### config.mk
export PLATFORM = sky130hd
export DESIGN_NAME = modular_exponentiation
export DESIGN_NICKNAME = d
export VERILOG_FILES = /design/src/hdl/mexp_pkg.sv /design/src/hdl/mexp_mulmod.sv /design/src/hdl/modular_exponentiation.sv
export SDC_FILE = /design/constraint.sdc
export NUM_CORES = 1
export LEC_CHECK = 0
export ABC_AREA = 1
export BUFFER_PORTS_ARGS = -buffer_cell sky130_fd_sc_hd__buf_4
export CORE_UTILIZATION = 54
export DETAILED_ROUTE_END_ITERATION = 12
export PLACE_DENSITY = 0.73
export SLEW_MARGIN = 20
export SYNTH_ARGS = -nofsm -noshare
export SYNTH_HDL_FRONTEND = slang
export SYNTH_HIERARCHICAL = 1
export SYNTH_SLANG_ARGS = --single-unit
### constraint.sdc
create_clock -name clk -period 4.65 [get_ports clk]
set_input_delay 1.1625 -clock clk [delete_from_list [all_inputs] [get_ports clk]]
set_output_delay 1.1625 -clock clk [all_outputs]
set_load 0.03 [all_outputs]
### src/hdl/mexp_pkg.sv
// ----------------------------------------------------------------------------
// mexp_pkg
// shared word width, counter width and transfer payload types for the
// modular exponentiation block
// ----------------------------------------------------------------------------
`default_nettype none

package mexp_pkg;

    localparam int WORD_BITS = 32;
    localparam int CNT_BITS  = $clog2(WORD_BITS + 1);

    typedef struct packed {
        logic [WORD_BITS-1:0] base_value;
        logic [WORD_BITS-1:0] exponent;
    } in_item_t;

    typedef struct packed {
        logic [WORD_BITS-1:0] power_result;
        logic                 modulus_error;
    } out_item_t;

endpackage

`default_nettype wire

### src/hdl/mexp_mulmod.sv
// ----------------------------------------------------------------------------
// mexp_mulmod
// shared shift-add modular multiplier, one multiplier bit per cycle,
// product = x * y mod m for x < m
// ----------------------------------------------------------------------------
`default_nettype none

module mexp_mulmod (
    input  wire logic                          clk,
    input  wire logic                          rst_n,
    input  wire logic                          start,
    input  wire logic [mexp_pkg::WORD_BITS-1:0] op_x,
    input  wire logic [mexp_pkg::WORD_BITS-1:0] op_y,
    input  wire logic [mexp_pkg::WORD_BITS-1:0] modulus,
    output logic                               done,
    output logic [mexp_pkg::WORD_BITS-1:0]     product
);
    import mexp_pkg::*;

    logic [WORD_BITS-1:0] acc_reg, acc_next;
    logic [WORD_BITS-1:0] x_reg;
    logic [WORD_BITS-1:0] y_reg;
    logic [WORD_BITS-1:0] m_reg;
    logic [CNT_BITS-1:0]  cnt_reg;
    logic                 busy_reg;
    logic                 done_reg;

    logic [WORD_BITS+1:0] sum;
    logic [WORD_BITS+2:0] diff_one;
    logic [WORD_BITS+2:0] diff_two;

    // 2*acc + bit*x lies below 3m, so subtract m or 2m at most
    always_comb
    begin
        sum      = {1'b0, acc_reg, 1'b0} + (y_reg[WORD_BITS-1] ? {2'b00, x_reg} : '0);
        diff_one = {1'b0, sum} - {3'b000, m_reg};
        diff_two = {1'b0, sum} - {2'b00, m_reg, 1'b0};
        if (!diff_two[WORD_BITS+2])
        begin
            acc_next = diff_two[WORD_BITS-1:0];
        end
        else if (!diff_one[WORD_BITS+2])
        begin
            acc_next = diff_one[WORD_BITS-1:0];
        end
        else
        begin
            acc_next = sum[WORD_BITS-1:0];
        end
    end

    always_ff @(posedge clk or negedge rst_n)
    begin
        if (!rst_n)
        begin
            busy_reg <= 1'b0;
            done_reg <= 1'b0;
            cnt_reg  <= '0;
        end
        else
        begin
            done_reg <= 1'b0;
            if (start)
            begin
                busy_reg <= 1'b1;
                cnt_reg  <= CNT_BITS'(WORD_BITS);
            end
            else if (busy_reg)
            begin
                cnt_reg <= cnt_reg - 1'b1;
                if (cnt_reg == CNT_BITS'(1))
                begin
                    busy_reg <= 1'b0;
                    done_reg <= 1'b1;
                end
            end
        end
    end

    // operand and accumulator registers
    always_ff @(posedge clk)
    begin
        if (start)
        begin
            acc_reg <= '0;
            x_reg   <= op_x;
            y_reg   <= op_y;
            m_reg   <= modulus;
        end
        else if (busy_reg)
        begin
            acc_reg <= acc_next;
            y_reg   <= {y_reg[WORD_BITS-2:0], 1'b0};
        end
    end

    assign done    = done_reg;
    assign product = acc_reg;

endmodule

`default_nettype wire

### src/hdl/modular_exponentiation.sv
// ----------------------------------------------------------------------------
// modular_exponentiation
// base_value ^ exponent mod modulus by left-to-right square-and-multiply over
// one shared shift-add modular multiplier
// ----------------------------------------------------------------------------
// sequencing: a zero exponent or zero modulus goes straight to the output
//   state; otherwise the base is reduced, then every exponent bit takes a square
//   and each one bit also a multiply on the shared modular multiplier
// throughput: one item at a time, the input is stalled until the result is
//   loaded into the output register; a stalled output holds the sequencer
// reset: asynchronous active low, modulus returns to 1, no transfer pending
`default_nettype none

module modular_exponentiation (
    input  wire logic                          clk,
    input  wire logic                          rst_n,
    // configuration: modulus register
    input  wire logic                          cfg_we,
    input  wire logic [mexp_pkg::WORD_BITS-1:0] cfg_data,
    // input channel
    input  wire logic                          in_valid,
    output logic                               in_stall,
    input  wire mexp_pkg::in_item_t            in_data,
    // output channel
    output logic                               out_valid,
    input  wire logic                          out_stall,
    output mexp_pkg::out_item_t                out_data
);
    import mexp_pkg::*;

    // sequencer codes
    localparam logic [2:0] ST_IDLE   = 3'd0;  // waiting for an input transfer
    localparam logic [2:0] ST_REDUCE = 3'd1;  // base reduced modulo the modulus
    localparam logic [2:0] ST_SQUARE = 3'd2;  // acc = acc * acc mod m
    localparam logic [2:0] ST_MULT   = 3'd3;  // acc = acc * base mod m
    localparam logic [2:0] ST_OUT    = 3'd4;  // result waits for the output register

    logic [2:0]           state_reg;
    logic [WORD_BITS-1:0] modulus_reg;
    logic [WORD_BITS-1:0] acc_reg;        // running power, also 1 mod m at start
    logic [WORD_BITS-1:0] base_reg;       // raw base, then base mod m
    logic [WORD_BITS-1:0] expo_reg;       // exponent, scanned from the top bit
    logic [CNT_BITS-1:0]  bit_cnt_reg;    // exponent bits still to scan
    logic                 start_reg;      // kicks the multiplier
    logic                 res_err_reg;
    logic                 out_valid_reg;
    out_item_t            out_data_reg;

    logic                 in_xfer;
    logic                 out_free;
    logic                 mm_done;
    logic [WORD_BITS-1:0] mm_product;
    logic [WORD_BITS-1:0] mm_x;
    logic [WORD_BITS-1:0] mm_y;

    assign in_stall = (state_reg != ST_IDLE);
    assign in_xfer  = in_valid && !in_stall;
    assign out_free = !out_valid_reg || !out_stall;

    // operand selection for the shared multiplier
    // reduction: (1 mod m) times the base bit-serially gives base mod m
    always_comb
    begin
        case (state_reg)
            ST_REDUCE:
            begin
                mm_x = acc_reg;
                mm_y = base_reg;
            end
            ST_MULT:
            begin
                mm_x = acc_reg;
                mm_y = base_reg;
            end
            default:
            begin
                mm_x = acc_reg;
                mm_y = acc_reg;
            end
        endcase
    end

    mexp_mulmod u_mulmod (
        .clk     (clk),
        .rst_n   (rst_n),
        .start   (start_reg),
        .op_x    (mm_x),
        .op_y    (mm_y),
        .modulus (modulus_reg),
        .done    (mm_done),
        .product (mm_product)
    );

    // modulus register
    always_ff @(posedge clk or negedge rst_n)
    begin
        if (!rst_n)
        begin
            modulus_reg <= WORD_BITS'(1);
        end
        else if (cfg_we)
        begin
            modulus_reg <= cfg_data;
        end
    end

    // sequencer and control
    always_ff @(posedge clk or negedge rst_n)
    begin
        if (!rst_n)
        begin
            state_reg     <= ST_IDLE;
            start_reg     <= 1'b0;
            out_valid_reg <= 1'b0;
            bit_cnt_reg   <= '0;
        end
        else
        begin
            start_reg <= 1'b0;
            // a new result replaces a collected one in the same cycle
            if ((state_reg == ST_OUT) && out_free)
            begin
                out_valid_reg <= 1'b1;
            end
            else if (out_valid_reg && !out_stall)
            begin
                out_valid_reg <= 1'b0;
            end
            case (state_reg)
                ST_IDLE:
                begin
                    if (in_xfer)
                    begin
                        if ((in_data.exponent == '0) || (modulus_reg == '0))
                        begin
                            state_reg <= ST_OUT;
                        end
                        else
                        begin
                            state_reg   <= ST_REDUCE;
                            start_reg   <= 1'b1;
                            bit_cnt_reg <= CNT_BITS'(WORD_BITS);
                        end
                    end
                end
                ST_REDUCE:
                begin
                    if (mm_done)
                    begin
                        state_reg <= ST_SQUARE;
                        start_reg <= 1'b1;
                    end
                end
                ST_SQUARE:
                begin
                    if (mm_done)
                    begin
                        if (expo_reg[WORD_BITS-1])
                        begin
                            state_reg <= ST_MULT;
                            start_reg <= 1'b1;
                        end
                        else if (bit_cnt_reg == CNT_BITS'(1))
                        begin
                            state_reg   <= ST_OUT;
                            bit_cnt_reg <= '0;
                        end
                        else
                        begin
                            start_reg   <= 1'b1;
                            bit_cnt_reg <= bit_cnt_reg - 1'b1;
                        end
                    end
                end
                ST_MULT:
                begin
                    if (mm_done)
                    begin
                        if (bit_cnt_reg == CNT_BITS'(1))
                        begin
                            state_reg   <= ST_OUT;
                            bit_cnt_reg <= '0;
                        end
                        else
                        begin
                            state_reg   <= ST_SQUARE;
                            start_reg   <= 1'b1;
                            bit_cnt_reg <= bit_cnt_reg - 1'b1;
                        end
                    end
                end
                ST_OUT:
                begin
                    if (out_free)
                    begin
                        state_reg <= ST_IDLE;
                    end
                end
                default:
                begin
                    state_reg <= ST_IDLE;
                end
            endcase
        end
    end

    // datapath registers
    always_ff @(posedge clk)
    begin
        case (state_reg)
            ST_IDLE:
            begin
                if (in_xfer)
                begin
                    base_reg <= in_data.base_value;
                    expo_reg <= in_data.exponent;
                    // zero exponent gives 1, zero modulus gives 0 with error
                    if (in_data.exponent == '0)
                    begin
                        acc_reg     <= WORD_BITS'(1);
                        res_err_reg <= 1'b0;
                    end
                    else if (modulus_reg == '0)
                    begin
                        acc_reg     <= '0;
                        res_err_reg <= 1'b1;
                    end
                    else
                    begin
                        // 1 mod m, zero for a modulus of one
                        acc_reg     <= (modulus_reg == WORD_BITS'(1)) ? '0 : WORD_BITS'(1);
                        res_err_reg <= 1'b0;
                    end
                end
            end
            ST_REDUCE:
            begin
                if (mm_done)
                begin
                    base_reg <= mm_product;
                end
            end
            ST_SQUARE:
            begin
                if (mm_done)
                begin
                    acc_reg <= mm_product;
                    if (!expo_reg[WORD_BITS-1])
                    begin
                        expo_reg <= {expo_reg[WORD_BITS-2:0], 1'b0};
                    end
                end
            end
            ST_MULT:
            begin
                if (mm_done)
                begin
                    acc_reg  <= mm_product;
                    expo_reg <= {expo_reg[WORD_BITS-2:0], 1'b0};
                end
            end
            default:
            begin
            end
        endcase
    end

    // output register, loaded when the sequencer hands over a result
    always_ff @(posedge clk)
    begin
        if ((state_reg == ST_OUT) && out_free)
        begin
            out_data_reg.power_result  <= acc_reg;
            out_data_reg.modulus_error <= res_err_reg;
        end
    end

    assign out_valid = out_valid_reg;
    assign out_data  = out_data_reg;

endmodule

`default_nettype wire

==> results_dict.tcl, run 1 <==
set metrics [dict create \
    post-route-drc-count 0 \
    syn_to_final_growth_pct 16.3 \
    min_path_cells 0 \
    critical_path_class "reg -> reg" \
    syn_inst 2381 \
    synth_edf_count 226 \
    first_global_vias 15800 \
    diodes 0 \
    path_max_fanout 28 \
    clockRootBuffer "clkbuf_16" \
    cts.sinks 309 \
    ant_nets 0 \
    drt-wirelength-per-cell_um 18.3 \
    die_area_um2 36000 \
    fp.dieH_um 190 \
    cts-htree-levels 2 \
    cts_made_buffers 35 \
    cts_hold_buf 0 \
    worstSetupStartpointType "flip-flop" \
    fin_nets 2739 \
    min_path_type "reg -> reg" \
    via_per_inst 5.37 \
    end_kind "flip-flop" \
    gp_congestion 0.957 \
    clk_latency_ps 560 \
    crit_top_cell "nand2_1" \
    overflow 0 \
    fin_crit_ps 4390 \
    ys_seq_area_share_pct 45.8 \
    worst_slew_pin_slew_ps 1030 \
    clkTransAtPathRegs_ps 60 \
    dp_slack_ps 222 \
    r2r_cells 28 \
    wirelength_mm 55.1 \
    cpPeakStageDelay_ps 430 \
    rsz0062_at_grt "yes" \
    grt_max_degree 68 \
    largest_register_ffs 33 \
    synth_cell_types 59 \
    vias 16200 \
    io_buffer_count 135 \
    core_um2 34600 \
    period_share_pct 94.5 \
    grt_pass1_wl_mm 86.4 \
    fmax_mhz 228 \
    boundaryPins 136 \
    finalSetupTns_ps 0 \
    cts_tree "yes" \
    dr.pass1.iters 7 \
    start_util_pct 54.9 \
    status "completed" \
    slowest_stage "edfxtp_1" \
    synth_flop_cell "edfxtp_1" \
    clock_skew_ps 11.9 \
    drt_iter0_markers 1304 \
    die_x_um 190 \
    required_ps 5130 \
    final.hold.worst_slack_ps 420 \
    syn-cell-area_um2 19000 \
    slew_viol_final 0 \
    setup_viol 0 \
    final-hold-violation-count 0 \
    antenna_found_initial 0 \
    async_flop_share_pct 16.5 \
    row_count 68 \
    post-dp-hpwl_mm 42.0 \
    placed_cell_area_um2 20700 \
    drive_gt1_share_pct 13.0 \
    clk_path_buf_depth 3 \
    worst_slew_margin_rel_pct 31.3 \
    crit_arrival_ps 4870 \
    stdcell_area_um2 22100 \
    grtUsageTotal_pct 31.2 \
    ys_ff_latch 309 \
    synth_area_per_cell_um2 7.99 \
    maxCapViolCount 0 \
    syn_nets 2584 \
    setup_ws_ps 258 \
    yosysWarnings 6 \
]
==> timing repair <==
action | in CTS | in global routing
buffers inserted | 0 | 2
endpoints found under the hold margin | 0 | 0
setup endpoints to repair | 0 | 32
resized for setup | 0 | 46
==> path summary, 6_finish.rpt <==
path,from,to,slack (ps)
max,u_mulmod/y_reg[31],u_mulmod/product[7],260
min,res_err_reg,out_data[0],420
max reg2reg,u_mulmod/y_reg[31],u_mulmod/product[7],260
min reg2reg,res_err_reg,out_data[0],420
max in group asynchronous,rst_n,start_reg,3480
min in group asynchronous,rst_n,modulus_reg[24],650
==> cell usage in the layout (no fill, tap or decap), types with 18 or more instances in the layout <==
| cell type | instances |
|---|---|
| ha_1 | 88 |
| o21bai_1 | 24 |
| dfxtp_1 | 31 |
| clkbuf_16 | 36 |
| o21ai_1 | 18 |
| o21ai_0 | 114 |
| dfrtp_1 | 49 |
| a21oi_1 | 130 |
| xnor2_1 | 23 |
| xor2_1 | 45 |
| inv_1 | 323 |
| nand2_1 | 751 |
| nand3_1 | 99 |
| nor3_1 | 20 |
| edfxtp_1 | 226 |
| buf_4 | 167 |
| nand2_2 | 20 |
| nor2_1 | 189 |
==> metal layers <==
metal	track usage [%]	wire, um	vias to the layer above	share of wire (%)
li1	-	-	8044	-
met1	42.2	24600	7567	45
met2	53.0	26600	513	48
met3	3.27	2760	80	5.0
met4	8.65	1230	0	2.2
met5	0	0	-	0
==> worst max-delay path: cells and delay by family (launching register included) <==
kind | cells | cell delay [ps]
DFF | 1 | 430
xor gates and xnor gates | 1 | 310
adders and majority gates | 2 | 680
and+or+nand+nor | 16 | 1630
buffers and inverters | 5 | 630
AOI/OAI and AO/OA | 4 | 590
==> through the flow <==
stage / cells / util [%]
global route: 3016 / 63.9
finish: 3016 / 63.9
global placement: 2950 / 59.7
detailed placement: 2950 / 59.7
floorplan: 2381 / -
CTS: 3012 / 63.1
==> cell usage after synthesis, types with 8 or more instances <==
| cell type | number | share of area [%] |
|---|---|---|
| o21ai_1 | 17 | 0.45 |
| xnor2_1 | 23 | 1.1 |
| a22o_1 | 15 | 0.69 |
| xor2_1 | 51 | 2.3 |
| o21bai_1 | 25 | 0.99 |
| mux2_2 | 8 | 0.47 |
| nand2_1 | 755 | 15 |
| a21o_1 | 14 | 0.55 |
| dfrtp_1 | 50 | 6.6 |
| nand4_1 | 15 | 0.49 |
| inv_1 | 325 | 6.4 |
| a21oi_1 | 142 | 3.7 |
| o21ai_0 | 116 | 3.1 |
| edfxtp_1 | 226 | 36 |
| nor3_1 | 20 | 0.53 |
| nand2_2 | 17 | 0.56 |
| clkbuf_1 | 32 | 0.63 |
| buf_2 | 11 | 0.29 |
| nand3_1 | 99 | 2.6 |
| dfxtp_1 | 32 | 3.4 |
| nor2_1 | 193 | 3.8 |
| ha_1 | 99 | 6.5 |
==> cells by family (layout without fill, tap and decap cells) <==
kind of cell,after synthesis,count (layout),share of synthesized area [%]
adder cells (fa/ha/maj),102,102,6.83
flip-flops,309,309,45.8
AO/OA/AOI/OAI,362,362,10.9
buffers and inverters,390,570,8.06
XOR/XNOR,74,74,3.41
AND/OR/NAND/NOR,1136,1136,24.6
multiplexers,8,8,0.474
==> final cells by class <==
type,instances,area [um2]
Clock buffer,45,933
Clock inverter,17,223
Fill cell,2981,12500
Inverter,332,1250
Multi-Input combinational cell,1682,9020
Sequential cell,309,8710
Tap cell,455,569
Timing Repair Buffer,176,1420
Power of run 1 is not shown: default switching activity piles up to over one toggle a cycle in this logic, so the estimate is an artifact.
==> run 2: changes to the inputs <==
- BUFFER_PORTS_ARGS: -buffer_cell sky130_fd_sc_hd__buf_4 -> not set
- DONT_BUFFER_PORTS: not set -> 1
- PLACE_DENSITY: 0.73 -> 0.69
==> run 2 against run 1 <==
Design area decreased by 1.6%. Critical path depth increased by 3. Wire length increased by 1.5%. Sequential cell count unchanged. Worst hold slack got worse by 130 ps. Non-clock buffer count decreased by 112. Via count decreased by 0.65%. Register-to-register slack got worse by 60 ps. Core utilization decreased by 1.0 points. Die area unchanged. Highest routed layer unchanged.
==> results_dict.tcl, run 2 (synthesis gave the netlist of run 1 again) <==
set metrics [dict create \
    cts_hold_buf 0 \
    row_count 68 \
    post-route-drc-count 0 \
    min_path_type "in -> async" \
    antenna_found_initial 1 \
    drt_iter0_markers 1261 \
    required_ps 5110 \
    overflow 0 \
    slew_viol_final 0 \
    stdcell_area_um2 21800 \
    endpoint "u_mulmod/product[16]" \
    path_buf_inv 9 \
    layout_commonest_cell "nand2_1" \
    vias 16100 \
    path_delay_family "buffers and inverters" \
    slowest_stage "edfxtp_1" \
    status "completed" \
    worst_slew_margin_rel_pct 26.5 \
    largest_register_ffs 33 \
    fp.dieH_um 190 \
    worst_slew_pin_slew_ps 1100 \
    period_share_pct 95.8 \
    drive_gt1_share_pct 11.8 \
    cp-startpoint "u_mulmod/y_reg[31]" \
    clk_path_buf_depth 3 \
    fin_crit_ps 4450 \
    io_buffer_count 0 \
    wirelength_mm 56.0 \
    final-hold-violation-count 0 \
    placed_cell_area_um2 19700 \
    cpPeakStageDelay_ps 450 \
    clockRootBuffer "clkbuf_16" \
    via_per_inst 5.54 \
    diodes 0 \
    final_cell_mix "nand2_1, inv_1, edfxtp_1" \
    fmax_mhz 225 \
    cts_tree "yes" \
    syn_to_final_growth_pct 14.5 \
    start_util_pct 54.9 \
    grtUsageTotal_pct 30.7 \
    fillers 2974 \
    die_x_um 190 \
    drt-wirelength-per-cell_um 19.3 \
    cts_made_buffers 35 \
    first_global_vias 15400 \
    clock_skew_ps 37.8 \
    cts-htree-levels 2 \
    gp_congestion 0.953 \
    critical_path_class "reg -> reg" \
    boundaryPins 136 \
    crit_top_cell "nand2_1" \
    grt_max_degree 69 \
    r2r_cells 31 \
    crit_arrival_ps 4920 \
    die_area_um2 36000 \
    clk_latency_ps 560 \
    dr.pass1.iters 6 \
    ant_nets 0 \
    worstSetupPathDepth 31 \
    setup_viol 0 \
    grt_pass1_wl_mm 84.8 \
    clkTransAtPathRegs_ps 60 \
    end_kind "flip-flop" \
    core_um2 34600 \
    maxCapViolCount 0 \
    path_max_fanout 17 \
    ff2ff_setup_slack_ps 200 \
    cts.sinks 309 \
    worstSetupStartpointType "flip-flop" \
    r2r_start "u_mulmod/y_reg[31]" \
    r2r-end "u_mulmod/product[16]" \
    fin_nets 2627 \
    post-dp-hpwl_mm 41.9 \
]
==> run 2: what timing repair did <==
item                                    CTS  global route
resized for setup                         1           123
buffers inserted                          0            16
endpoints found under the setup margin    2            32
pin swaps                                 0            22
gates cloned                              0             6
==> run 2: cell type report <==
type                            instances  area [um2]  share of cell area (%)
Tap cell                              455         569                    2.61
Clock buffer                           42         953                    4.38
Multi-Input combinational cell       1682        9390                    43.1
Clock inverter                         22         246                    1.13
Timing Repair Buffer                   64         657                    3.02
Sequential cell                       309        8710                    40.0
Inverter                              332        1250                    5.72
==> run 2: layer usage <==
metal / up-vias / wire length [um] / part of all wire (%) / GRT usage, %
met2: 521 / 26100 / 47 / 50.8
met3: 79 / 3640 / 6.5 / 4.89
met4: 0 / 1180 / 2.1 / 7.85
met1: 7662 / 25000 / 45 / 42.0
li1: 7837 / - / - / -
met5: - / 0 / 0 / 0
==> run 2: worst min path at each step <==
stage                                      to  slack [ps]
after global placement            out_data[0]         400
after floorplan                   out_data[0]         400
after detailed placement          out_data[0]         410
after CTS                      modulus_reg[4]         260
after global routing           modulus_reg[5]         270
final                     u_mulmod/cnt_reg[2]         290
==> run 2: worst register-to-register path: cells and delay by family (launching register included) <==
family	cells	cell delay, ps
flops	1	450
xor+xnor	1	260
compound gates	6	1030
simple gates	13	970
fa+ha+maj	2	560
buf+inv	9	1100
==> run 2: through the flow <==
stage | cells | setup TNS (ps) | setup WS, ps | util [%] | hold WS (ps)
after detailed placement | 2820 | -13.9 | -13.9 | 57.0 | 414
final | 2906 | 0 | 197 | 62.9 | 294
after CTS | 2884 | 0 | 56.6 | 60.4 | 263
after global placement | 2819 | -50.2 | -46.5 | 56.9 | 404
after global routing | 2906 | -613 | -47.8 | 62.9 | 270
after floorplan | 2381 | 0 | 613 | - | 400
Power of run 2 is left out for the same reason.
==> run 3: changes to the inputs <==
- CORE_ASPECT_RATIO: not set -> 1.1
==> run 3 against run 2 <==
Fmax increased by 1.2%. Design area decreased by 3.2%. Wire length decreased by 8.7%. Register-to-register slack improved by 50 ps. Core utilization decreased by 1.7 points. Worst hold slack improved by 27 ps. Die area about the same. Setup slack improved by 54 ps. Critical endpoint is now u_mulmod/product[29].
==> results_dict.tcl, run 3 (synthesis gave the netlist of run 1 again) <==
set metrics [dict create \
    status "completed" \
    dr.pass1.iters 5 \
    diodes 0 \
    grt_max_degree 65 \
    post-dp-hpwl_mm 39.5 \
    clockRootBuffer "clkbuf_16" \
    fmax_mhz 227 \
    worst_slew_margin_rel_pct 31.2 \
    final_cell_mix "nand2_1, inv_1, edfxtp_1" \
    ff2ff_setup_slack_ps 250 \
    row_count 71 \
    drt_iter0_markers 1104 \
    path_max_fanout 30 \
    fp.dieH_um 199 \
    finalSetupTns_ps 0 \
    slew_viol_final 0 \
    post-route-drc-count 0 \
    wirelength_mm 51.1 \
    clock_skew_ps 10.7 \
    io_buffer_count 0 \
    worst_slew_pin_slew_ps 1030 \
    clk_path_buf_depth 3 \
    clk_latency_ps 530 \
    crit_arrival_ps 4830 \
    boundaryPins 136 \
    drive_gt1_share_pct 8.47 \
    cts.sinks 309 \
    maxCapViolCount 0 \
    cts-htree-levels 2 \
    layout_commonest_cell "nand2_1" \
    period_share_pct 94.6 \
    cts_tree "yes" \
    setup_viol 0 \
    die_area_um2 36000 \
    gp_congestion 0.948 \
    first_global_vias 15200 \
    min_path_type "in -> async" \
    fin_crit_ps 4400 \
    syn_to_final_growth_pct 10.8 \
    drt-wirelength-per-cell_um 17.8 \
    required_ps 5080 \
    critical_path_class "reg -> reg" \
    vias 15600 \
    grtUsageTotal_pct 28.4 \
    worstSetupStartpointType "flip-flop" \
    core_um2 34500 \
    clkTransAtPathRegs_ps 60 \
    cts_made_buffers 34 \
    ant_nets 0 \
    grt_pass1_wl_mm 79.4 \
    largest_register_ffs 33 \
    end_kind "flip-flop" \
    final-hold-violation-count 0 \
    start_util_pct 55.2 \
    overflow 0 \
    die_x_um 181 \
    via_per_inst 5.44 \
    antenna_found_initial 0 \
    final.hold.worst_slack_ps 321 \
    cts_hold_buf 0 \
    fin_nets 2612 \
]
==> run 3: changes by cell type in the layout (fill, tap and decap cells not counted), moves of 9 or more <==
cell	before	now
buf_4	50	41
ha_1	64	83
ha_4	23	7
nand2_1	740	752
nand2_2	31	20
==> run 3: timing repair <==
item	in CTS	in global routing
gates cloned	0	1
pin swaps	1	7
setup endpoints to repair	6	32
buffers inserted	1	2
gates resized for setup	0	50
==> run 3: worst paths after layout <==
path,start,cells past startpoint,end
worst min-delay path,rst_n,0,bit_cnt_reg[0]
min in group clk,res_err_reg,0,out_data[0]
worst max-delay path,u_mulmod/y_reg[31],22,u_mulmod/product[29]
worst min register to register,res_err_reg,0,out_data[0]
worst max register to register,u_mulmod/y_reg[31],22,u_mulmod/product[29]
max in group asynchronous,rst_n,0,modulus_reg[0]
==> run 3: layout make-up <==
type / count / area, um2
clock inverters: 14 / 160
multi-input cells: 1682 / 9020
repair buffers: 50 / 492
inverters: 332 / 1250
fillers: 3134 / 13400
clock buffers: 45 / 913
flip-flops and latches: 309 / 8710
well taps: 438 / 548
==> run 3: per-stage QoR <==
stage	cells	util, %	area [um2]	setup WS [ps]
2_1_floorplan	2381	-	19000	613
3_3_place_gp	2806	57.2	19700	23.2
3_5_place_dp	2806	57.2	19700	13.5
4_1_cts	2866	60.3	20800	68.5
5_1_grt	2870	61.2	21100	-21.8
6_report	2870	61.2	21100	251
==> run 3: metal layers <==
| metal | track usage, % | vias up | wire length (um) |
|---|---|---|---|
| li1 | - | 7815 | - |
| met1 | 37.9 | 7290 | 22800 |
| met2 | 48.1 | 427 | 24200 |
| met3 | 3.75 | 78 | 2720 |
| met4 | 8.51 | 0 | 1350 |
| met5 | 0 | - | 0 |
==> run 3: worst max-delay path, cell delays in order (launching register included) <==
cell and delay [ps]:
edfxtp_1 440, buf_12 190, nand2_1 70, inv_1 50
ha_1 320, or2_1 130, nand2_1 90, o21bai_1 350
xor2_1 430, ha_1 370, a21oi_1 200, a21boi_1 530
o21ai_0 330, nand2_1 130, nand2_1 80, nand3_1 80
nand2_1 130, nor2_1 120, nor2_1 50, nand2_1 50
nand2_1 50, nand2_1 50, nand2_1 50
Power of run 3 is left out for the same reason.
